### config.mk
export PLATFORM = sky130hd
export DESIGN_NAME = dpe_mul
export DESIGN_NICKNAME = d
export VERILOG_FILES = /design/src/rtl/dpe_pkg.sv /design/src/rtl/dpe_mul.sv
export SDC_FILE = /design/constraint.sdc
export NUM_CORES = 2
export LEC_CHECK = 0
export BUFFER_PORTS_ARGS = -buffer_cell sky130_fd_sc_hd__clkbuf_2
export CAP_MARGIN = 20
export CORE_MARGIN = 5
export CORE_UTILIZATION = 59
export CTS_CLUSTER_DIAMETER = 50
export CTS_CLUSTER_SIZE = 25
export DETAILED_ROUTE_END_ITERATION = 8
export GPL_ROUTABILITY_DRIVEN = 0
export GPL_TIMING_DRIVEN = 0
export PLACE_DENSITY_LB_ADDON = 0.1
export SKIP_CTS_REPAIR_TIMING = 1
export SLEW_MARGIN = 20
export SYNTH_ARGS = -nofsm -noshare
export SYNTH_HDL_FRONTEND = slang
export SYNTH_SLANG_ARGS = --single-unit
### constraint.sdc
create_clock -name i_clk -period 11.5 [get_ports i_clk]
set_input_delay 1.15 -clock i_clk [delete_from_list [all_inputs] [get_ports i_clk]]
set_output_delay 1.15 -clock i_clk [all_outputs]
set_load 0.1 [all_outputs]
### src/rtl/dpe_pkg.sv
// Shared types and constants for the dipole pair energy accumulator.
package dpe_pkg;

    localparam int MUL_W   = 33;
    localparam int PROD_W  = 2 * MUL_W;
    localparam int TOP_W   = 92;
    localparam int DEN_W   = 80;
    localparam int REM_W   = 81;
    localparam int Q_W     = 32;
    localparam int STEP_W  = 5;
    localparam int CFG_IDX_W = 2;

    localparam logic [CFG_IDX_W-1:0] CFG_CUTOFF = 2'd0;
    localparam logic [CFG_IDX_W-1:0] CFG_SCALE  = 2'd1;

    // multiply program
    localparam logic [STEP_W-1:0] ST_LEN2  = 5'd0;
    localparam logic [STEP_W-1:0] ST_AB_X  = 5'd1;
    localparam logic [STEP_W-1:0] ST_AB_Y  = 5'd2;
    localparam logic [STEP_W-1:0] ST_AB_Z  = 5'd3;
    localparam logic [STEP_W-1:0] ST_AR_X  = 5'd4;
    localparam logic [STEP_W-1:0] ST_AR_Y  = 5'd5;
    localparam logic [STEP_W-1:0] ST_AR_Z  = 5'd6;
    localparam logic [STEP_W-1:0] ST_BR_X  = 5'd7;
    localparam logic [STEP_W-1:0] ST_BR_Y  = 5'd8;
    localparam logic [STEP_W-1:0] ST_BR_Z  = 5'd9;
    localparam logic [STEP_W-1:0] ST_R4    = 5'd10;
    localparam logic [STEP_W-1:0] ST_NUM_A = 5'd11;
    localparam logic [STEP_W-1:0] ST_NUM_B = 5'd12;
    localparam logic [STEP_W-1:0] ST_DEN_L = 5'd13;
    localparam logic [STEP_W-1:0] ST_DEN_H = 5'd14;
    localparam logic [STEP_W-1:0] ST_TOP_L = 5'd15;
    localparam logic [STEP_W-1:0] ST_TOP_H = 5'd16;

    typedef enum logic [5:0] {
        S_IDLE   = 6'b000001,
        S_MUL    = 6'b000010,
        S_DRAIN  = 6'b000100,
        S_DIVGO  = 6'b001000,
        S_DIVRUN = 6'b010000,
        S_RES    = 6'b100000
    } t_state;

    typedef struct packed {
        logic done;
        logic ovf;
    } t_div_st;

endpackage

### src/rtl/dpe_mul.sv
// Shared registered signed multiplier.
module dpe_mul
    import dpe_pkg::*;
(
    input  logic                     i_clk,
    input  logic signed [MUL_W-1:0]  i_a,
    input  logic signed [MUL_W-1:0]  i_b,
    output logic signed [PROD_W-1:0] o_p
);

    logic signed [PROD_W-1:0] r_p;

    always_ff @(posedge i_clk) begin
        r_p <= i_a * i_b;
    end

    assign o_p = r_p;

endmodule

==> out/metrics.yaml <==
syn2layout_area_growth_pct: 5.27
numCtsBuffers: 9
path_buf_inv: 6
hpwl_um: 119000
drtPass1Iterations: 6
syn_nets: 5767
fillers: 6100
coreArea_um2: 68600
cpMostUsedCell: "fa_1"
overflow: 0
seq_area_frac_synth: 0.0324
ys_warn_count: 0
grt_pass1_wl_um: 209000
vias_per_cell: 5.77
io_pins: 133
track_usage: 0.390
hold_class: "in -> reg"
hold_viol_final: 0
startpoint_type: "input port"
die_h_um: 273
drc: 0
drt-total-wl_um: 141000
cpMaxStageDelayCell: "fa_1"
detail-route-antenna-nets: 0
final.min_clock_period_ns: 9.87
start_util: 0.594
grt_setup_unrepaired: "false"
path_cells: "clkbuf_2, clkbuf_1, nand2_1, fa_1, fa_1, fa_1, inv_1, fa_1, fa_1, fa_1, fa_1, inv_1, fa_1, inv_1, ha_1, clkbuf_1, nand4_1, nor3_1, o311ai_4, nand3_2, a211oi_1, a311oi_1"
syn_area_um2: 40700
largest_register_ffs: 66
arrival_ns: 10.12
synth_cells: 4338
cts_sinks: 66
end_kind: "flip-flop"
drive_gt1_frac: 0.0448
worstMarginPinSlew_ns: 1.20
crit_fanout: 10
wl_per_cell_um: 26.0
num_rows: 96
synth-main-ff-cell: "dfxtp_1"
syn_area_per_cell_um2: 9.39
cp_top_family: "adder cells"
place.port_buffers: 132
setup-tns-final_ns: 0
path_clk_slew_ns: 0.07
multiInputGateArea_um2: 34300
maxSlewHeadroom: 0.200
antenna_found_initial: 13
worst_path_largest_cell_delay_ns: 0.95
finalCritPeriodShare: 0.858
dpl_cell_area_um2: 42600
synth_cell_types: 80
setup-violations-final: 0
ctsLongestPathBuffers: 2
drv_cap: 0
synth_edf_count: 0
grt_pass1_vias: 33258
grt_max_degree: 27
ys_seq_elements: 66
drt_iter0_markers: 2978
clock.fmax_mhz: 101
vias: 31346
dieArea_um2: 74400
status: "complete, no violations"
cts_tree: "done"
final_area_um2: 42900
whs_ns: 1.39
required_ns: 11.75
cts_max_level: 3
cts_root_buffer: "clkbuf_16"
crit_type: "in -> reg"
async_flop_share: 0
regArea_um2: 1320
finish.net_count: 5910
slew_violations: 0
final_util: 0.625
die_w_um: 273
## Yosys cell counts, types with 7 or more instances
cell type / instances / area share
ha_1: 217 / 0.067
xnor2_1: 43 / 0.0092
a31oi_1: 8 / 0.0012
nor2_1: 68 / 0.0063
a211oi_1: 7 / 0.0013
o21ai_0: 25 / 0.0031
xor2_1: 25 / 0.0054
clkbuf_1: 208 / 0.019
buf_2: 11 / 0.0014
nand4_1: 11 / 0.0017
nand3_1: 25 / 0.0031
nor3_1: 7 / 0.00086
inv_1: 1131 / 0.10
a21oi_1: 57 / 0.0070
dfxtp_1: 66 / 0.032
and2_1: 562 / 0.086
fa_1: 1145 / 0.56
a21o_1: 36 / 0.0066
nand2b_1: 12 / 0.0018
o21bai_1: 11 / 0.0020
nand2_1: 551 / 0.051
## routing by layer
metal	GRT usage	wire, µm	vias up
met5	0	12	-
met2	0.605	64000	2020
met3	0.102	15600	686
met4	0.321	16200	2
li1	-	-	12650
met1	0.456	45400	15988
## stage by stage
| step | cells | setup WS, ns |
|---|---|---|
| after global routing | 5418 | 1.52 |
| after CTS | 5417 | 1.92 |
| after floorplan | 4338 | 3.11 |
| final | 5431 | 1.63 |
| after global placement | 5401 | 1.13 |
| after detailed placement | 5401 | 1.58 |
## cells in the final DEF (no fill, tap or decap), drive strengths merged, types with 14 or more instances in the layout
cell type / netlist / routed
a21o: 38 / 38
a21oi: 61 / 61
and2: 563 / 563
clkbuf: 208 / 350
dfxtp: 66 / 66
diode: 0 / 14
fa: 1145 / 1145
ha: 217 / 217
inv: 1131 / 1132
nand2: 551 / 551
nand3: 26 / 26
nor2: 68 / 68
o21ai: 33 / 33
xnor2: 43 / 43
xor2: 25 / 25
## kinds of logic after synthesis
kind of cell    share of synthesized area
buf+inv                             0.125
xor+xnor                           0.0146
fa+ha+maj                           0.629
simple gates                        0.158
compound gates                     0.0407
flops                              0.0324
## final timing paths
check	slack, ns	depth (start not counted)	endpoint	from
max	1.63	22	o_p[64]	i_a[32]
min	1.39	2	o_p[0]	i_a[0]
## area by class of cell
type / count / area share
Sequential cell: 66 / 0.0308
Clock buffer: 10 / 0.00557
Clock inverter: 6 / 0.000963
Antenna cell: 14 / 0.000817
Timing Repair Buffer: 132 / 0.0154
Buffer: 221 / 0.0199
Multi-Input combinational cell: 2920 / 0.800
Tap cell: 931 / 0.0272
Inverter: 1131 / 0.0990
Power is left out: the tool's default activity adds up to more than one toggle a clock period on the data nets, which glitch-free logic cannot reach.
