===== src/rtl/dpe_pkg.sv =====
// Shared types and constants for the dipole pair energy accumulator.
package dpe_pkg;

    localparam int MUL_W   = 33;
    localparam int PROD_W  = 2 * MUL_W;
    localparam int TOP_W   = 92;
    localparam int DEN_W   = 80;
    localparam int REM_W   = 81;
    localparam int Q_W     = 32;
    localparam int STEP_W  = 5;
    localparam int CFG_IDX_W = 2;

    localparam logic [CFG_IDX_W-1:0] CFG_CUTOFF = 2'd0;
    localparam logic [CFG_IDX_W-1:0] CFG_SCALE  = 2'd1;

    // multiply program
    localparam logic [STEP_W-1:0] ST_LEN2  = 5'd0;
    localparam logic [STEP_W-1:0] ST_AB_X  = 5'd1;
    localparam logic [STEP_W-1:0] ST_AB_Y  = 5'd2;
    localparam logic [STEP_W-1:0] ST_AB_Z  = 5'd3;
    localparam logic [STEP_W-1:0] ST_AR_X  = 5'd4;
    localparam logic [STEP_W-1:0] ST_AR_Y  = 5'd5;
    localparam logic [STEP_W-1:0] ST_AR_Z  = 5'd6;
    localparam logic [STEP_W-1:0] ST_BR_X  = 5'd7;
    localparam logic [STEP_W-1:0] ST_BR_Y  = 5'd8;
    localparam logic [STEP_W-1:0] ST_BR_Z  = 5'd9;
    localparam logic [STEP_W-1:0] ST_R4    = 5'd10;
    localparam logic [STEP_W-1:0] ST_NUM_A = 5'd11;
    localparam logic [STEP_W-1:0] ST_NUM_B = 5'd12;
    localparam logic [STEP_W-1:0] ST_DEN_L = 5'd13;
    localparam logic [STEP_W-1:0] ST_DEN_H = 5'd14;
    localparam logic [STEP_W-1:0] ST_TOP_L = 5'd15;
    localparam logic [STEP_W-1:0] ST_TOP_H = 5'd16;

    typedef enum logic [5:0] {
        S_IDLE   = 6'b000001,
        S_MUL    = 6'b000010,
        S_DRAIN  = 6'b000100,
        S_DIVGO  = 6'b001000,
        S_DIVRUN = 6'b010000,
        S_RES    = 6'b100000
    } t_state;

    typedef struct packed {
        logic done;
        logic ovf;
    } t_div_st;

endpackage


===== src/rtl/dpe_div.sv =====
// Restoring serial divider, one quotient bit per cycle, with overflow check.
module dpe_div
    import dpe_pkg::*;
(
    input  logic             i_clk,
    input  logic             i_rst_n,
    input  logic             i_start,
    input  logic [TOP_W-1:0] i_top,
    input  logic [DEN_W-1:0] i_den,
    output t_div_st          o_st,
    output logic [Q_W-1:0]   o_q
);

    logic [REM_W-1:0] r_rem;
    logic [7:0]       r_lowb;
    logic [Q_W-1:0]   r_q;
    logic [5:0]       r_cnt;
    logic             r_busy;
    logic             r_done;
    logic             r_ovf;
    logic [REM_W-1:0] n_sh;
    logic             n_ge;

    assign n_sh = {r_rem[REM_W-2:0], r_lowb[7]};
    assign n_ge = n_sh >= {1'b0, i_den};

    always_ff @(posedge i_clk) begin
        if (!i_rst_n) begin
            r_busy <= 1'b0;
            r_done <= 1'b0;
        end else begin
            r_done <= 1'b0;
            if (i_start) begin
                r_busy <= 1'b1;
                r_cnt  <= 6'd32;
            end else if (r_busy) begin
                r_cnt <= r_cnt - 6'd1;
                if (r_cnt == 6'd1) begin
                    r_busy <= 1'b0;
                    r_done <= 1'b1;
                end
            end
        end
    end

    always_ff @(posedge i_clk) begin
        if (i_start) begin
            r_rem  <= i_top[88:8];
            r_lowb <= i_top[7:0];
            r_q    <= '0;
            r_ovf  <= i_top >= {4'b0, i_den, 8'b0};
        end else if (r_busy) begin
            r_lowb <= {r_lowb[6:0], 1'b0};
            r_rem  <= n_ge ? n_sh - {1'b0, i_den} : n_sh;
            r_q    <= {r_q[Q_W-2:0], n_ge};
        end
    end

    assign o_st.done = r_done;
    assign o_st.ovf  = r_ovf;
    assign o_q       = r_q;

endmodule


===== config.mk =====
export PLATFORM = sky130hd
export DESIGN_NAME = dpe_div
export DESIGN_NICKNAME = d
export VERILOG_FILES = /design/src/rtl/dpe_pkg.sv /design/src/rtl/dpe_div.sv
export SDC_FILE = /design/constraint.sdc
export NUM_CORES = 1
export LEC_CHECK = 0
export BUFFER_PORTS_ARGS = -buffer_cell sky130_fd_sc_hd__buf_4
export CAP_MARGIN = 20
export CORE_ASPECT_RATIO = 1.4
export CORE_MARGIN = 2
export CORE_UTILIZATION = 24
export CTS_BUF_LIST = sky130_fd_sc_hd__clkbuf_16
export DETAILED_ROUTE_END_ITERATION = 12
export PLACE_DENSITY = 0.43
export SLEW_MARGIN = 20
export SYNTH_ARGS = -nofsm -noshare
export SYNTH_HDL_FRONTEND = slang
export SYNTH_SLANG_ARGS = --single-unit

===== constraint.sdc =====
create_clock -name i_clk -period 3.66 [get_ports i_clk]
set_clock_uncertainty 0.05 [all_clocks]
set_input_delay 0.732 -clock i_clk [delete_from_list [all_inputs] [get_ports i_clk]]
set_output_delay 0.732 -clock i_clk [all_outputs]
set_load 0.01 [all_outputs]

==> out/metrics.yaml <==
route:
  routed_wl_um: 48770
  vias: 12899
  drtIter0Drc: 497
  wl_per_cell_um: 17.68
  drc: 0
  ant_nets: 0
  avgViaCountPerCell: 4.677
  dr.pass1.iters: 5
floorplan:
  core_area_um2: 55010
  die_y_um: 282.6
  row_count: 102
  io_pins: 209
  die_area_um2: 57350
  fp.dieW_um: 203.0
  start_util_pct: 24.18
sta:
  setup_viol: 1
  final-max-slew-violation-count: 0
  max_slew.worst_pin.slew_ns: 0.7248
  hold_ws_ns: 0.4638
  fin_crit_sh_pct: 100.5
  timing.final.ws_setup_ns: -0.01716
  clock.fmax_mhz: 271.9
  relSlewSlack_pct: 51.68
  hold_viol: 0
  grt_setup_unrepaired: "true"
  tns_ns: -0.01716
  fin_crit_ns: 3.677
placed_design:
  place_congestion: 0.8580
  dpl.cell_count: 2687
  place_area_um2: 18440
  dp.final_hpwl_um: 39390
  place.port_buffers: 208
power_and_ir_drop:
  power.leakage_nw: 9.306
  peakVddDrop_mv: 0.3460
  p_per_area_nw_per_um2: 720.2
synthesis:
  mappedNetlistArea_um2: 13300
  syn_area_per_cell_um2: 9.074
  yosys.area.top_type: "edfxtp_1"
  ys_ff_latch: 129
  seq_area_frac_synth_pct: 26.56
  synthTopCellsByArea: "edfxtp_1, ha_1, mux2_2, dfxtp_1, a21oi_1"
  ys.flop_type: "edfxtp_1"
  yosysTopAreaCellShare_pct: 21.44
  yosys_warnings: 0
  synth-edff-count: 95
  syn_nets: 1804
  synth_cells: 1466
  async_reset_ff_share_pct: 0
  yosysUniqueCellTypes: 76
critical_path:
  crit_fanout: 6
  r2r_cells: 15
  critPathLaunchType: "flip-flop"
  cp_cell_sequence: "ha_4, a21o_1, a31oi_2, and2_4, o21ai_4, a21o_4, a31oi_4, o31ai_4, a31oi_4, o21ai_4, buf_12, buf_12, buf_6, mux2_4, mux2_2"
  cp_slowest_cell: "edfxtp_1"
  slowest_delay_ns: 0.44
  r2r_start: "r_rem[3]"
  critPathKind: "flip-flop to flip-flop"
  cp-end-kind: "flip-flop"
  worstSetupStartpoint: "r_rem[3]"
  r2r-end: "r_rem[75]"
  crit_family: "compound AO/OA/AOI/OAI gates"
  r2r_slack_ns: -0.02
  cp.required_ns: 3.84
  crit_buf_inv: 3
  crit_arrival_ns: 3.85
global_routing:
  antenna_found_initial: 3
  grt_pass1_wl_um: 73410
  first_global_vias: 13488
  grt-ovfl-total: 0
  track_usage_pct: 16.59
  grt_max_degree: 69
cts:
  htree_levels: 4
  clk_pin_slew_worst_paths_ns: 0.07
  cts_tree: "yes"
  cts_buffers: 17
  clk_latency_ns: 0.47
  cts_sinks: 129
  clockBufferDepth: 2
  clock_tree.root_cell: "clkbuf_16"
cells_and_area:
  fin_area_um2: 20240
  final_nets: 2353
  final_cells: 2758
  layout-drive-gt1-share_pct: 45.07
  area_delta_synth_final_pct: 52.18
min_path:
  hp-class: "flip-flop to flip-flop"
  min-delay-start: "o_q[31]"
  min_to: "o_q[31]"
  whs_path_depth: 2
outcome:
  outcome: "complete, but fails checks"
  violations: "setup timing"
job:
  drv_cap: 0
-- metrics by stage --
step	power (W)	worst slack [ns]	util, %
6_report	0.01458	-0.01716	36.80
5_1_grt	0.01562	-0.1180	36.80
4_1_cts	0.01368	-0.1057	35.28
3_5_place_dp	0.01149	-0.9198	33.53
3_3_place_gp	0.01146	-0.9301	33.53
2_1_floorplan	0.008020	-0.01713	-
-- what timing repair did --
item,in CTS,in global routing
gates resized for setup,54,125
pin swaps,30,52
setup buffers,13,20
hold buffers,0,0
gates cloned,1,6
endpoints found under the setup margin,71,76
-- registers in the layout (all words and copies together) (netlist names) --
register	flops
r_rem	80
r_lowb	8
r_ovf	1
r_done	1
r_busy	1
o_q	32
r_cnt	6
-- Yosys cell counts (4+ instances only) --
library cell,count
nand2_1,97
o21ai_0,61
a31oi_1,7
a221o_1,8
o21bai_1,15
nand2b_1,10
mux2i_1,42
dfxtp_1,34
mux2_4,27
buf_6,4
o211ai_1,12
o31ai_1,6
buf_2,18
nor3_1,17
ha_1,162
mux2_2,109
buf_1,5
inv_1,104
nor2_1,96
and2_1,6
o21a_1,19
and3_1,9
xnor2_1,44
a21oi_1,125
nand3_1,19
nor3b_1,7
o21ai_1,12
xor2_1,35
edfxtp_1,95
clkbuf_1,47
nor4_1,15
nor2b_1,20
nand4_1,53
or3_1,6
a21o_1,52
-- layout by cell type (no fill, tap or decap), types with 13 or more instances in the layout --
cell,n
mux2_4,62
nor3_1,15
dfxtp_1,33
nand2_1,88
o21ai_0,53
o21ai_1,13
mux2_2,74
a21oi_1,107
o21a_1,19
a21o_1,52
xor2_1,35
inv_1,91
nor2_1,89
a21oi_2,14
nand3_1,16
ha_4,28
ha_1,132
buf_4,587
edfxtp_1,95
nor2b_1,19
mux2i_1,42
clkbuf_16,23
nand4_1,53
xnor2_1,44
-- tightest hold or removal path, cell delays in order, from the launching register on --
cell	delay [ns]
dfxtp_1	0.33
mux2i_1	0.07
nor2_1	0.08
-- power by group --
part	switching [W]	internal, W	leakage [nW]	total (W)
sequential	0.000292	0.00216	1.23	0.00245
clock	0.000820	0.000942	0.292	0.00176
combinational	0.00459	0.00578	7.79	0.0104
-- area by class of cell --
class	count	area, um^2
fillers	5612	34760
multi-input cells	1155	9985
repair buffers	608	4821
flip-flops and latches	129	3535
well taps	728	910.9
clock buffers	18	450.4
inverters	104	409.1
clock inverters	14	128.9
diodes	2	5.005
-- kinds of logic after synthesis --
kind of cell | after synthesis | share of synthesized area (%)
adders and majority gates | 163 | 15.39
xor gates and xnor gates | 79 | 5.201
muxes | 178 | 15.43
buffers and inverters | 182 | 5.700
AOI/OAI and AO/OA | 363 | 17.82
DFF | 129 | 26.56
and+or+nand+nor | 372 | 13.89
-- worst max path at each step --
stage / to / slack (ns) / cells past startpoint
6_report: r_rem[75] / -0.02 / 15
5_1_grt: r_rem[9] / -0.12 / 14
4_1_cts: r_rem[64] / -0.11 / 15
3_5_place_dp: r_rem[66] / -0.92 / 16
3_3_place_gp: r_rem[76] / -0.93 / 16
2_1_floorplan: r_rem[40] / -0.02 / 16
-- routing by layer --
metal | up-vias | share of wire [%] | GRT usage (%)
met4 | 2 | 3.2 | 6.888
met3 | 56 | 2.7 | 2.396
met5 | - | 0.027 | 0
met1 | 6141 | 41 | 18.30
met2 | 214 | 53 | 31.53
li1 | 6486 | - | -
(Power assumes the default switching activity.)
